$ cat src/sv/kpm_pkg.sv
// Shared types, constants and helper functions for the keyword prefix matcher.
// Used by the controller, the datapath, the top level and the checker.
`default_nettype none
package kpm_pkg;

	// Table geometry.
	localparam int MAX_ENTRIES = 16;
	localparam int MAX_WIDTH   = 16;
	localparam int ENT_W       = $clog2(MAX_ENTRIES);
	localparam int POS_W       = $clog2(MAX_WIDTH);
	localparam int ADDR_W      = ENT_W + POS_W;
	localparam int MEM_DEPTH   = MAX_ENTRIES * MAX_WIDTH;
	localparam int CNT_W       = $clog2(MAX_ENTRIES + 1);
	localparam int WCNT_W      = $clog2(MAX_WIDTH + 1);
	localparam int QLEN_W      = 5;
	localparam int SUM_W       = QLEN_W + 1;

	// Configuration port.
	localparam int CFG_IDX_W  = 2;
	localparam int CFG_DATA_W = 5;
	localparam logic [CFG_IDX_W-1:0] CFG_ENTRY_COUNT   = CFG_IDX_W'(0);
	localparam logic [CFG_IDX_W-1:0] CFG_ELEMENT_WIDTH = CFG_IDX_W'(1);
	localparam logic [CFG_DATA_W-1:0] RST_ENTRY_COUNT   = CFG_DATA_W'(0);
	localparam logic [CFG_DATA_W-1:0] RST_ELEMENT_WIDTH = CFG_DATA_W'(8);

	// Item function codes.
	localparam logic FN_LOAD  = 1'b0;
	localparam logic FN_QUERY = 1'b1;

	// Result status codes.
	localparam logic [1:0] ST_PREFIX = 2'd0;
	localparam logic [1:0] ST_EXACT  = 2'd1;
	localparam logic [1:0] ST_NONE   = 2'd2;
	localparam logic [1:0] ST_AMBIG  = 2'd3;

	// Characters.
	localparam logic [7:0] CH_SPACE = 8'd32;
	localparam logic [7:0] CH_NUL   = 8'd0;
	localparam logic [7:0] CH_TAB   = 8'd9;
	localparam logic [7:0] CH_CR    = 8'd13;

	typedef struct packed {
		logic       func;
		logic [3:0] entry;
		logic [3:0] position;
		logic [7:0] char_value;
		logic       last;
	} kpm_in_t;

	typedef struct packed {
		logic [1:0] status;
		logic [3:0] match_index;
	} kpm_out_t;

	// Commands from the controller to the datapath.
	typedef struct packed {
		logic load;
		logic query;
		logic scan;
		logic eval;
		logic publish;
	} kpm_cmd_t;

	// Status from the datapath to the controller.
	typedef struct packed {
		logic is_query;
		logic is_last;
		logic need_cmp;
		logic scan_done;
		logic eval_done;
		logic last_q;
		logic out_free;
	} kpm_sts_t;

	// Number of leading blanks of an entry, limited to the element width.
	function automatic logic [WCNT_W-1:0] lead_blanks(input logic [MAX_WIDTH-1:0] mask,
		input logic [WCNT_W-1:0] w);
		logic [WCNT_W-1:0] n;
		logic              run;
		n   = '0;
		run = 1'b1;
		for (int i = 0; i < MAX_WIDTH; i++) begin
			if (run && (WCNT_W'(i) < w) && mask[i]) begin
				n = n + WCNT_W'(1);
			end else begin
				run = 1'b0;
			end
		end
		return n;
	endfunction

endpackage
`default_nettype wire

$ cat src/sv/keyword_prefix_matcher_top.sv
// Top level of the keyword prefix matcher: controller plus datapath.
// Depends on kpm_pkg, kpm_ctrl and kpm_dp.
//
//   Channel | Handshake          | Payload
//   --------+--------------------+----------------------------------------
//   in      | in_valid/in_stall  | in_item: func, entry, position, char, last
//   out     | out_valid/out_stall| out_item: status, match_index
//   cfg     | cfg_we             | cfg_index, cfg_data (write only)
//
// A load item is taken without leaving the idle state. A query character
// that is compared starts a scan that visits all sixteen table entries,
// with a keyword memory read for each entry still alive that fits, and
// then drains the compare stage. Whitespace, terminators and ignored
// characters are taken in the idle state. The item that carries last adds a
// result pass over the effective entry count (entry_count capped at sixteen).
// Reset is asynchronous and active low; the keyword memory is not cleared.
// A finished result waits in the output register while the block takes new
// items; only a second result has to wait for out_stall to drop.
`default_nettype none
module keyword_prefix_matcher_top import kpm_pkg::*; (
	input  wire logic                  clk,
	input  wire logic                  arst_n,
	input  wire logic                  in_valid,
	output logic                       in_stall,
	input  wire kpm_in_t               in_item,
	output logic                       out_valid,
	input  wire logic                  out_stall,
	output kpm_out_t                   out_item,
	input  wire logic                  cfg_we,
	input  wire logic [CFG_IDX_W-1:0]  cfg_index,
	input  wire logic [CFG_DATA_W-1:0] cfg_data
);

	kpm_cmd_t cmd;
	kpm_sts_t sts;

	// The controller sequences each item: load, per-entry scan, result pass.
	kpm_ctrl u_ctrl (
		.clk      (clk),
		.arst_n   (arst_n),
		.in_valid (in_valid),
		.in_stall (in_stall),
		.sts      (sts),
		.cmd      (cmd)
	);

	// The datapath holds the table, the query state and the result register.
	kpm_dp u_dp (
		.clk       (clk),
		.arst_n    (arst_n),
		.cmd       (cmd),
		.sts       (sts),
		.in_item   (in_item),
		.cfg_we    (cfg_we),
		.cfg_index (cfg_index),
		.cfg_data  (cfg_data),
		.out_valid (out_valid),
		.out_stall (out_stall),
		.out_item  (out_item)
	);

endmodule
`default_nettype wire

$ cat src/sv/kpm_ctrl.sv
// Controller state machine of the keyword prefix matcher.
// Depends on kpm_pkg for the command and status structs.
`default_nettype none
module kpm_ctrl import kpm_pkg::*; (
	input  wire logic     clk,
	input  wire logic     arst_n,
	input  wire logic     in_valid,
	output logic          in_stall,
	input  wire kpm_sts_t sts,
	output kpm_cmd_t      cmd
);

	localparam logic [1:0] S_IDLE = 2'd0;
	localparam logic [1:0] S_SCAN = 2'd1;
	localparam logic [1:0] S_EVAL = 2'd2;
	localparam logic [1:0] S_POST = 2'd3;

	logic [1:0] state_q;
	logic [1:0] state_d;

	assign in_stall = (state_q != S_IDLE);

	always_comb begin
		state_d = state_q;
		cmd     = '0;
		unique case (state_q)
			S_IDLE: begin
				if (in_valid) begin
					if (!sts.is_query) begin
						cmd.load = 1'b1;
					end else begin
						cmd.query = 1'b1;
						if (sts.need_cmp) begin
							state_d = S_SCAN;
						end else if (sts.is_last) begin
							state_d = S_EVAL;
						end
					end
				end
			end
			S_SCAN: begin
				cmd.scan = 1'b1;
				if (sts.scan_done) begin
					state_d = sts.last_q ? S_EVAL : S_IDLE;
				end
			end
			S_EVAL: begin
				cmd.eval = 1'b1;
				if (sts.eval_done) begin
					state_d = S_POST;
				end
			end
			S_POST: begin
				if (sts.out_free) begin
					cmd.publish = 1'b1;
					state_d     = S_IDLE;
				end
			end
			default: state_d = S_IDLE;
		endcase
	end

	always_ff @(posedge clk or negedge arst_n) begin
		if (!arst_n) begin
			state_q <= S_IDLE;
		end else begin
			state_q <= state_d;
		end
	end

endmodule
`default_nettype wire

$ cat src/sv/kpm_dp.sv
// Datapath of the keyword prefix matcher: keyword memory, blank masks,
// query state, entry scan and result register. Depends on kpm_pkg.
`default_nettype none
module kpm_dp import kpm_pkg::*; (
	input  wire logic                  clk,
	input  wire logic                  arst_n,
	input  wire kpm_cmd_t              cmd,
	output kpm_sts_t                   sts,
	input  wire kpm_in_t               in_item,
	input  wire logic                  cfg_we,
	input  wire logic [CFG_IDX_W-1:0]  cfg_index,
	input  wire logic [CFG_DATA_W-1:0] cfg_data,
	output logic                       out_valid,
	input  wire logic                  out_stall,
	output kpm_out_t                   out_item
);

	// Configuration registers.
	logic [CFG_DATA_W-1:0] count_q;
	logic [CFG_DATA_W-1:0] width_q;
	logic [WCNT_W-1:0]     w_eff;
	logic [CNT_W-1:0]      n_eff;

	// Keyword memory and per-entry blank masks.
	logic [7:0]           mem [MEM_DEPTH];
	logic [7:0]           rd_s1;
	logic [MAX_WIDTH-1:0] blank_q [MAX_ENTRIES];

	// Query state.
	logic [MAX_ENTRIES-1:0] alive_q;
	logic [MAX_ENTRIES-1:0] alive_d;
	logic [QLEN_W-1:0]      qlen_q;
	logic                   started_q;
	logic                   ended_q;
	logic [7:0]             char_q;
	logic                   last_q;

	// Scan and evaluation.
	logic [CNT_W-1:0] cnt_q;
	logic             pend_s1;
	logic [ENT_W-1:0] ent_s1;
	logic             exact_q;
	logic [ENT_W-1:0] found_q;
	logic [1:0]       acnt_q;

	logic [ENT_W-1:0]  cur_ent;
	logic [WCNT_W-1:0] cur_lead;
	logic [SUM_W-1:0]  cur_pos;
	logic              cnt_in_scan;
	logic              issue;
	logic              fits;
	logic              in_ws;
	logic              in_term;
	logic              eval_hit;
	logic              eval_exact;

	logic out_valid_q;

	always_comb begin
		if (width_q == '0) begin
			w_eff = WCNT_W'(1);
		end else if (WCNT_W'(width_q) > WCNT_W'(MAX_WIDTH) || width_q > CFG_DATA_W'(MAX_WIDTH)) begin
			w_eff = WCNT_W'(MAX_WIDTH);
		end else begin
			w_eff = WCNT_W'(width_q);
		end
		if (count_q > CFG_DATA_W'(MAX_ENTRIES)) begin
			n_eff = CNT_W'(MAX_ENTRIES);
		end else begin
			n_eff = CNT_W'(count_q);
		end
	end

	// Character classes of the incoming query character.
	assign in_ws   = (in_item.char_value == CH_SPACE) ||
		((in_item.char_value >= CH_TAB) && (in_item.char_value <= CH_CR));
	assign in_term = (in_item.char_value == CH_SPACE) || (in_item.char_value == CH_NUL);

	// Current entry under the counter and where the word lands in it.
	assign cur_ent     = cnt_q[ENT_W-1:0];
	assign cur_lead    = lead_blanks(blank_q[cur_ent], w_eff);
	assign cur_pos     = SUM_W'(cur_lead) + SUM_W'(qlen_q);
	assign fits        = cur_pos < SUM_W'(w_eff);
	assign cnt_in_scan = cnt_q < CNT_W'(MAX_ENTRIES);
	assign issue       = cmd.scan && cnt_in_scan && alive_q[cur_ent] && fits;

	assign eval_hit   = cmd.eval && (cnt_q < n_eff) && !exact_q && alive_q[cur_ent];
	assign eval_exact = cur_pos == SUM_W'(w_eff);

	always_comb begin
		sts.is_query  = (in_item.func == FN_QUERY);
		sts.is_last   = in_item.last;
		sts.need_cmp  = !ended_q && !(!started_q && in_ws) && !in_term;
		sts.scan_done = !cnt_in_scan && !pend_s1;
		sts.eval_done = cnt_q >= n_eff;
		sts.last_q    = last_q;
		sts.out_free  = !out_valid_q || !out_stall;
	end

	// An entry dies when the word runs past its end or the character differs.
	always_comb begin
		alive_d = alive_q;
		if (cmd.scan && cnt_in_scan && !fits) begin
			alive_d[cur_ent] = 1'b0;
		end
		if (pend_s1 && (rd_s1 != char_q)) begin
			alive_d[ent_s1] = 1'b0;
		end
	end

	// Keyword memory: written by load items, read at most once per entry during a scan.
	always_ff @(posedge clk) begin
		if (cmd.load) begin
			mem[{in_item.entry[ENT_W-1:0], in_item.position[POS_W-1:0]}] <= in_item.char_value;
		end
		if (issue) begin
			rd_s1 <= mem[{cur_ent, cur_pos[POS_W-1:0]}];
		end
	end

	always_ff @(posedge clk or negedge arst_n) begin
		if (!arst_n) begin
			count_q   <= RST_ENTRY_COUNT;
			width_q   <= RST_ELEMENT_WIDTH;
			for (int i = 0; i < MAX_ENTRIES; i++) begin
				blank_q[i] <= '0;
			end
			alive_q     <= '1;
			qlen_q      <= '0;
			started_q   <= 1'b0;
			ended_q     <= 1'b0;
			last_q      <= 1'b0;
			cnt_q       <= '0;
			pend_s1     <= 1'b0;
			exact_q     <= 1'b0;
			acnt_q      <= '0;
			out_valid_q <= 1'b0;
		end else begin
			if (cfg_we) begin
				if (cfg_index == CFG_ENTRY_COUNT) begin
					count_q <= cfg_data;
				end else if (cfg_index == CFG_ELEMENT_WIDTH) begin
					width_q <= cfg_data;
				end
			end

			if (cmd.load) begin
				blank_q[in_item.entry[ENT_W-1:0]][in_item.position[POS_W-1:0]] <=
					(in_item.char_value == CH_SPACE);
			end

			if (cmd.query) begin
				last_q  <= in_item.last;
				cnt_q   <= '0;
				exact_q <= 1'b0;
				acnt_q  <= '0;
				if (!ended_q) begin
					if (started_q || !in_ws) begin
						started_q <= 1'b1;
					end
					if ((started_q || !in_ws) && in_term) begin
						ended_q <= 1'b1;
					end
				end
			end

			if (cmd.scan) begin
				alive_q <= alive_d;
				pend_s1 <= issue;
				if (cnt_in_scan) begin
					cnt_q <= cnt_q + CNT_W'(1);
				end else if (!pend_s1) begin
					cnt_q <= '0;
					if (qlen_q != '1) begin
						qlen_q <= qlen_q + QLEN_W'(1);
					end
				end
			end

			if (cmd.eval && (cnt_q < n_eff)) begin
				cnt_q <= cnt_q + CNT_W'(1);
				if (eval_hit) begin
					if (eval_exact) begin
						exact_q <= 1'b1;
					end else if (acnt_q != 2'd2) begin
						acnt_q <= acnt_q + 2'd1;
					end
				end
			end

			if (cmd.publish) begin
				out_valid_q <= 1'b1;
				alive_q     <= '1;
				qlen_q      <= '0;
				started_q   <= 1'b0;
				ended_q     <= 1'b0;
			end else if (!out_stall) begin
				out_valid_q <= 1'b0;
			end
		end
	end

	// Payload registers without reset.
	always_ff @(posedge clk) begin
		if (cmd.query) begin
			char_q <= in_item.char_value;
		end
		if (issue) begin
			ent_s1 <= cur_ent;
		end
		if (eval_hit && (eval_exact || acnt_q == 2'd0)) begin
			found_q <= cur_ent;
		end
		if (cmd.publish) begin
			priority if (exact_q) begin
				out_item.status      <= ST_EXACT;
				out_item.match_index <= 4'(found_q);
			end else if (acnt_q == 2'd1) begin
				out_item.status      <= ST_PREFIX;
				out_item.match_index <= 4'(found_q);
			end else if (acnt_q == 2'd0) begin
				out_item.status      <= ST_NONE;
				out_item.match_index <= '0;
			end else begin
				out_item.status      <= ST_AMBIG;
				out_item.match_index <= '0;
			end
		end
	end

	assign out_valid = out_valid_q;

endmodule
`default_nettype wire

$ cat config.mk
export PLATFORM = sky130hd
export DESIGN_NAME = keyword_prefix_matcher_top
export DESIGN_NICKNAME = d
export VERILOG_FILES = /design/src/sv/kpm_pkg.sv /design/src/sv/keyword_prefix_matcher_top.sv /design/src/sv/kpm_ctrl.sv /design/src/sv/kpm_dp.sv
export SDC_FILE = /design/constraint.sdc
export NUM_CORES = 2
export LEC_CHECK = 0
export BUFFER_PORTS_ARGS = -buffer_cell sky130_fd_sc_hd__buf_2
export CAP_MARGIN = 20
export CORE_MARGIN = 3
export CORE_UTILIZATION = 45
export CTS_CLUSTER_SIZE = 30
export DETAILED_ROUTE_END_ITERATION = 10
export PLACE_DENSITY_LB_ADDON = 0.05
export SLEW_MARGIN = 20
export SYNTH_ARGS = -nofsm -noshare
export SYNTH_HDL_FRONTEND = slang
export SYNTH_SLANG_ARGS = --single-unit
$ cat constraint.sdc
create_clock -name clk -period 15.35 [get_ports clk]
set_input_delay 4.605 -clock clk [delete_from_list [all_inputs] [get_ports clk]]
set_output_delay 4.605 -clock clk [all_outputs]
set_load 0.05 [all_outputs]
# Yosys cells after proc, flatten, opt, wreduce, memory -nomap -nowiden
# Memory sizes are Yosys's and may differ from the RTL's. A register that Yosys moved wholly into a read port is not among the register bits.
# Cells that the tools add are included.
[totals]
word_cells = 300
ramBits = 2048
register_bits = 324
n_memories = 1
[op_classes]
mux = 103
n_reduce_logical = 82
add_sub_neg = 19
n_lt_le_gt_ge = 33
bitwise_logic = 7
eq_ne = 20
[memory_table]
columns = ["memory", "depth", "width", "rd", "rd_ports_with_merged_regs", "write_ports", "line", "rtl"]
rows = [
  ["u_dp.mem", 256, 8, 1, 1, 1, "kpm_dp.sv:25", "logic [7:0] mem [MEM_DEPTH];"],
]
[op_table]
columns = ["cell", "count"]
rows = [
  ["bitwise mux 256 bit", 1],
  ["two-way mux 5 bit", 30],
  ["two-way mux 16 bit", 7],
  ["adder 5 x 1 -> 5 bit, second input constant", 16],
  ["binary-select mux 16 bit (select 4 bit)", 1],
  ["demux 16 bit (select 4 bit)", 1],
  ["logical AND 1 bit", 50],
  ["two-way mux 1 bit", 42],
  ["< comparator 4 x 5 -> 1 bit, first input constant", 8],
  ["bitwise AND 16 bit", 2],
  ["inverter 16 bit", 2],
  ["two-way mux 2 bit", 15],
  ["< comparator 3 x 5 -> 1 bit, first input constant", 4],
  ["!= test 2 bit, second input constant", 9],
  ["< comparator 4 x 5 -> 1 bit, second input constant", 3],
  ["demux 1 bit (select 4 bit)", 3],
  [">= comparator 4 x 1 -> 1 bit, second input constant", 3],
  ["logical NOT 1 bit", 11],
  [">= comparator 5 bit, second input constant", 2],
  ["> comparator 5 bit, second input constant", 2],
  ["< comparator 1 x 5 -> 1 bit, first input constant", 2],
  ["< comparator 2 x 5 -> 1 bit, first input constant", 2],
  ["inverter 4 -> 5 bit", 2],
  ["nonzero test 2 bit", 5],
  ["31 further kinds", 41],
]

# Logic depth before layout (Yosys ltp)
[depth]
word_depth = 60
mapped_depth = 70
mapped_depth_nobuf = 60

# By module
# From an unflattened synthesis, not the netlist that was laid out.
[unflattened]
hier_cells = 4602
hier_area_um2 = 96392.4
[by_module_without_submodules]
columns = ["mod", "n_inst", "cells_per_inst", "area_per_inst_um2", "seq_area_each_um2"]
rows = [
  ["kpm_dp", 1, 4586, 96224.8, 69928.3],
  ["kpm_ctrl", 1, 16, 167.7, 50.0],
]

# Worst setup path before layout
# No wires, ideal clock.
[synth_timing]
kind = "reg-to-reg"
from = "register u_dp.cnt_q[0]"
to = "register u_dp.alive_q[10]"
arrival_time_ps = 15275
setup_slack_ps = -15
stages_incl_launch_ff = 68
setup_ps = 90
path_buffers = 11
synth_period_minus_slack_ps = 15365
path_cell_list = "dfrtp_1 > buf_4 > buf_6 > buf_2 > buf_1 > clkbuf_1 > clkbuf_1 > mux4_2 > mux4_2 > o311a_1 > ha_1 > clkbuf_1 > xor2_1 > clkbuf_1 > ha_1 > o21a_1 > ha_1 > nand2_1 > (+32 left out) > and2_1 > xnor2_1 > xnor2_1 > ha_1 > xor2_1 > buf_1 > clkbuf_1 > inv_1 > ha_1 > and3_1 > o21ai_0 > o21ai_0 > nor3b_1 > nor3_1 > clkbuf_1 > a32oi_1 > o21ai_0 > nand2_1"
[synth_between]
elab_chain_len = 60
[synth_rtl]
columns = ["item", "line", "rtl"]
rows = [
  ["from (decl)", "kpm_dp.sv:39", "logic [CNT_W-1:0] cnt_q;"],
  ["from (signal assigned)", "kpm_dp.sv:171", "cnt_q <= cnt_q + CNT_W'(1);"],
  ["from (signal assigned)", "kpm_dp.sv:181", "cnt_q <= cnt_q + CNT_W'(1);"],
  ["branches (longest 55 deep; another with adder 5 x 1 -> 5 bit)", "-", ""],
  ["two-way mux 16 bit (*)", "kpm_dp.sv:103", "if (cmd.scan && cnt_in_scan && !fits) begin"],
  ["bitwise AND 16 bit (no line)", "-", ""],
  ["two-way mux 16 bit (*)", "kpm_dp.sv:106", "if (pend_s1 && (rd_s1 != char_q)) begin"],
  ["two-way mux 16 bit (*)", "kpm_dp.sv:167", "if (cmd.scan) begin"],
  ["two-way mux 16 bit (*)", "kpm_dp.sv:191", "if (cmd.publish) begin"],
  ["to (signal assigned)", "kpm_dp.sv:168", "alive_q <= alive_d;"],
  ["to (decl)", "kpm_dp.sv:30", "logic [MAX_ENTRIES-1:0] alive_q;"],
]
# Every way passes the cells marked *. The select of a mux whose other input is x is not followed.
# A chain may end at the register's enable or synchronous reset.

# Worst setup path after layout
[layout_timing]
from = "register u_dp.cnt_q[0]"
to = "register u_dp.rd_s1[4] (read register of u_dp.mem) (data pin)"
[layout_between]
elab_chain_len = 54
[layout_rtl]
columns = ["item", "line", "rtl"]
rows = [
  ["branches (longest 54 deep; another with adder 5 x 1 -> 5 bit)", "-", ""],
  ["to (decl)", "kpm_dp.sv:26", "logic [7:0] rd_s1;"],
]
# Parallel ways; which one is timed is not known. The select of a mux whose other input is x is not followed.

==> flow_summary.ini <==
[status]
status = finished clean

[sta]
rsz0062_at_grt = false
whs_ps = 483
clock.fmax_ghz = 0.0694
slew_headroom_pct = 22.1
finalSetupViolCount = 0
finalClockSkew_ps = 64.3
hold_violations = 0
worst_pin_slew_ps = 1170
post-route-min-period_ps = 14410
slew_violations = 0
finalCritPeriodShare_pct = 93.9
fin_tns_setup_ps = 0

[grt]
antenna_found_initial = 18
grt_overflow = 0
grt_pass1_wl_um = 387000
grt_use_total_pct = 25.0
grt_max_degree = 112
grt_pass1_vias = 48700

[clocking]
holdBufCountCts = 0
clk_pin_slew_ps = 60
cts_root_buf = clkbuf_16
clockBufferDepth = 4
postCtsSetupBuffers = 0
cts_tree = done
clk_latency_ps = 930
post_cts_resized = 0
clock_sinks = 2380
h-tree-depth = 5
numCtsBuffers = 276

[routing]
drt-met1-wl_um = 119000
routed_wl_um = 272000
drc = 0
wl_per_cell_um = 34.5
drtIter0Drc = 4804
vias = 47700
drt_first_pass_iters = 6
via_per_inst = 6.05
antenna_left = 0
routed.top_layer = met4
wl_met2_um = 131000
route.met3.wl_um = 13900

[pwr]
power.density_nw_per_um2 = 137
p_leak_nw = 36.4
totalPowerFinal_mw = 15.0
peakVddDrop_mv = 0.126

[logic_synthesis]
synth_top_area_share_pct = 64.8
ys_top_cells_by_area = edfxtp_1 (65%), mux4_2 (17%), dfrtp_1 (7.4%)
syn_area_um2 = 96200
yosysSeqAreaShare_pct = 72.7
synth_commonest_cells = edfxtp_1 (2078), mux4_2 (730), nor2_1 (311), dfrtp_1 (285), mux2_2 (276)
synthDistinctLibCells = 88
yosysMostFrequentCell = edfxtp_1
synth_nets = 4661
synth.avg_cell_area_um2 = 20.9
synth_warnings = 0
ys_ff_latch = 2380
yosysTopAreaCell = edfxtp_1
async_reset_ff_share_pct = 12.7
syn_inst = 4594
synth_flop_cell = edfxtp_1
synth_edf_count = 2078

[placed_design]
dp.cells = 7409
dp_hpwl_um = 173000
io_buffers = 37
routabilityCongestion = 0.967

[final_layout]
final_layout_size_suffix_gt1_share_pct = 34.8
fillers = 16900
finalNetCount = 4937
area_growth_pct = 13.9
final_cells = 7887

[critical_path]
start_kind = register
cp_num_buf_inv = 3
critPathSlowestCell = fa_4
critPathArrivalTime_ps = 15040
critPathMostFrequentCell = ha_1
cp-end-kind = register
critPathKind = register to register
slowest_delay_ps = 960
crit_fanout = 37
cp_top_family = adder cells
cp.required_ps = 15990

[run]
drv_cap = 0

[floorplan]
core_um2 = 212000
chipHeight_um = 468
dieArea_um2 = 219000
fp.dieW_um = 468
ios = 38
initial_core_util_pct = 45.3
rows = 169

[worst_hold_path]
hold_class = register to register
worst paths after layout:
kind	from	endpoint	slack [ps]	cells after the start
worst min register to register	u_dp.alive_q[11]	u_dp.alive_q[11]	480	2
max in group asynchronous	arst_n	u_dp.blank_q[210]	9580	3
worst max register to register	u_dp.cnt_q[0]	u_dp.rd_s1[4]	940	51
min in group asynchronous	arst_n	u_dp.acnt_q[1]	3680	1
worst max-delay path	u_dp.cnt_q[0]	u_dp.rd_s1[4]	940	51
worst min-delay path	u_dp.alive_q[11]	u_dp.alive_q[11]	480	2
worst reg2reg max path, delay by kind of cell (launching register included):
family | cells | cell delay, ps
adders and majority gates | 15 | 5220
muxes | 13 | 4520
AOI/OAI and AO/OA | 7 | 1430
and+or+nand+nor | 12 | 1130
buffers and inverters | 3 | 990
DFF | 1 | 690
xor gates and xnor gates | 1 | 190
report_power, final:
group | total, mW | internal [mW] | switching, mW | leakage, nW
Sequential | 7.24 | 7.14 | 0.101 | 22.8
Combinational | 1.53 | 0.582 | 0.944 | 9.39
Clock | 6.23 | 3.71 | 2.52 | 4.16
cell usage in the layout (no fill, tap or decap), drive strengths merged, types with 9 or more instances in the layout:
master / n
edfxtp: 2078
mux4: 730
clkbuf: 343
nor2: 311
dfrtp: 285
mux2: 276
buf: 256
nand2: 109
clkinv: 91
mux2i: 59
nand3: 49
o21ai: 44
ha: 36
inv: 32
nor2b: 28
a21oi: 25
xor2: 22
nor3: 21
bufinv: 17
dfstp: 17
xnor2: 17
a32oi: 16
or3: 15
a22oi: 13
and3: 13
diode: 12
nand4: 12
a31oi: 10
nor3b: 9
nor4: 9
per-layer routing:
layer	track usage [%]	vias to the layer above
met1	36.5	26300
met5	0	-
met2	39.9	1472
met3	3.65	380
met4	6.80	0
li1	-	19600
cells by family (layout without fill, tap and decap cells):
kind of cell	count (synthesis)	count (layout)	synth area share, %
fa+ha+maj	38	38	0.501
flops	2380	2380	72.7
other cells	0	12	0
mux	1065	1065	20.9
buf+inv	286	746	1.20
compound gates	173	173	1.25
simple gates	606	606	2.86
xor+xnor	46	46	0.543
sequential cells by signal, indices dropped and copies added (netlist names):
register        flops
u_dp.mem         2048
u_dp.blank_q      256
u_dp.alive_q       16
u_dp.char_q         8
u_dp.rd_s1          8
u_dp.out_item       6
u_dp.cnt_q          5
u_dp.count_q        5
u_dp.qlen_q         5
u_dp.width_q        5
u_dp.ent_s1         4
u_dp.found_q        4
u_ctrl.state_q      2
u_dp.acnt_q         2
u_dp.ended_q        1
u_dp.exact_q        1
u_dp.last_q         1
u_dp.out_valid      1
u_dp.pend_s1        1
u_dp.started_q      1
final cells by class:
cell class                      count  area (um^2)  share of cell area [%]
Inverter                           28          105                  0.0959
Antenna cell                       12         30.0                  0.0274
Clock inverter                    119         1010                   0.923
Tap cell                         2821         3530                    3.22
Timing Repair Buffer              256         2150                    1.97
Sequential cell                  2380        70000                    63.8
Clock buffer                      343         7470                    6.81
Multi-Input combinational cell   1928        25300                    23.1
metrics by stage:
| stage | cell area, um^2 | util [%] | setup WS, ps |
|---|---|---|---|
| 5_1_grt | 110000 | 51.6 | 373 |
| 6_report | 110000 | 51.6 | 942 |
| 3_3_place_gp | 101000 | 47.5 | 1030 |
| 2_1_floorplan | 96200 | - | 171 |
| 3_5_place_dp | 101000 | 47.6 | 1060 |
| 4_1_cts | 109000 | 51.6 | 1030 |
Note: power is estimated with default switching activity, not from simulation.
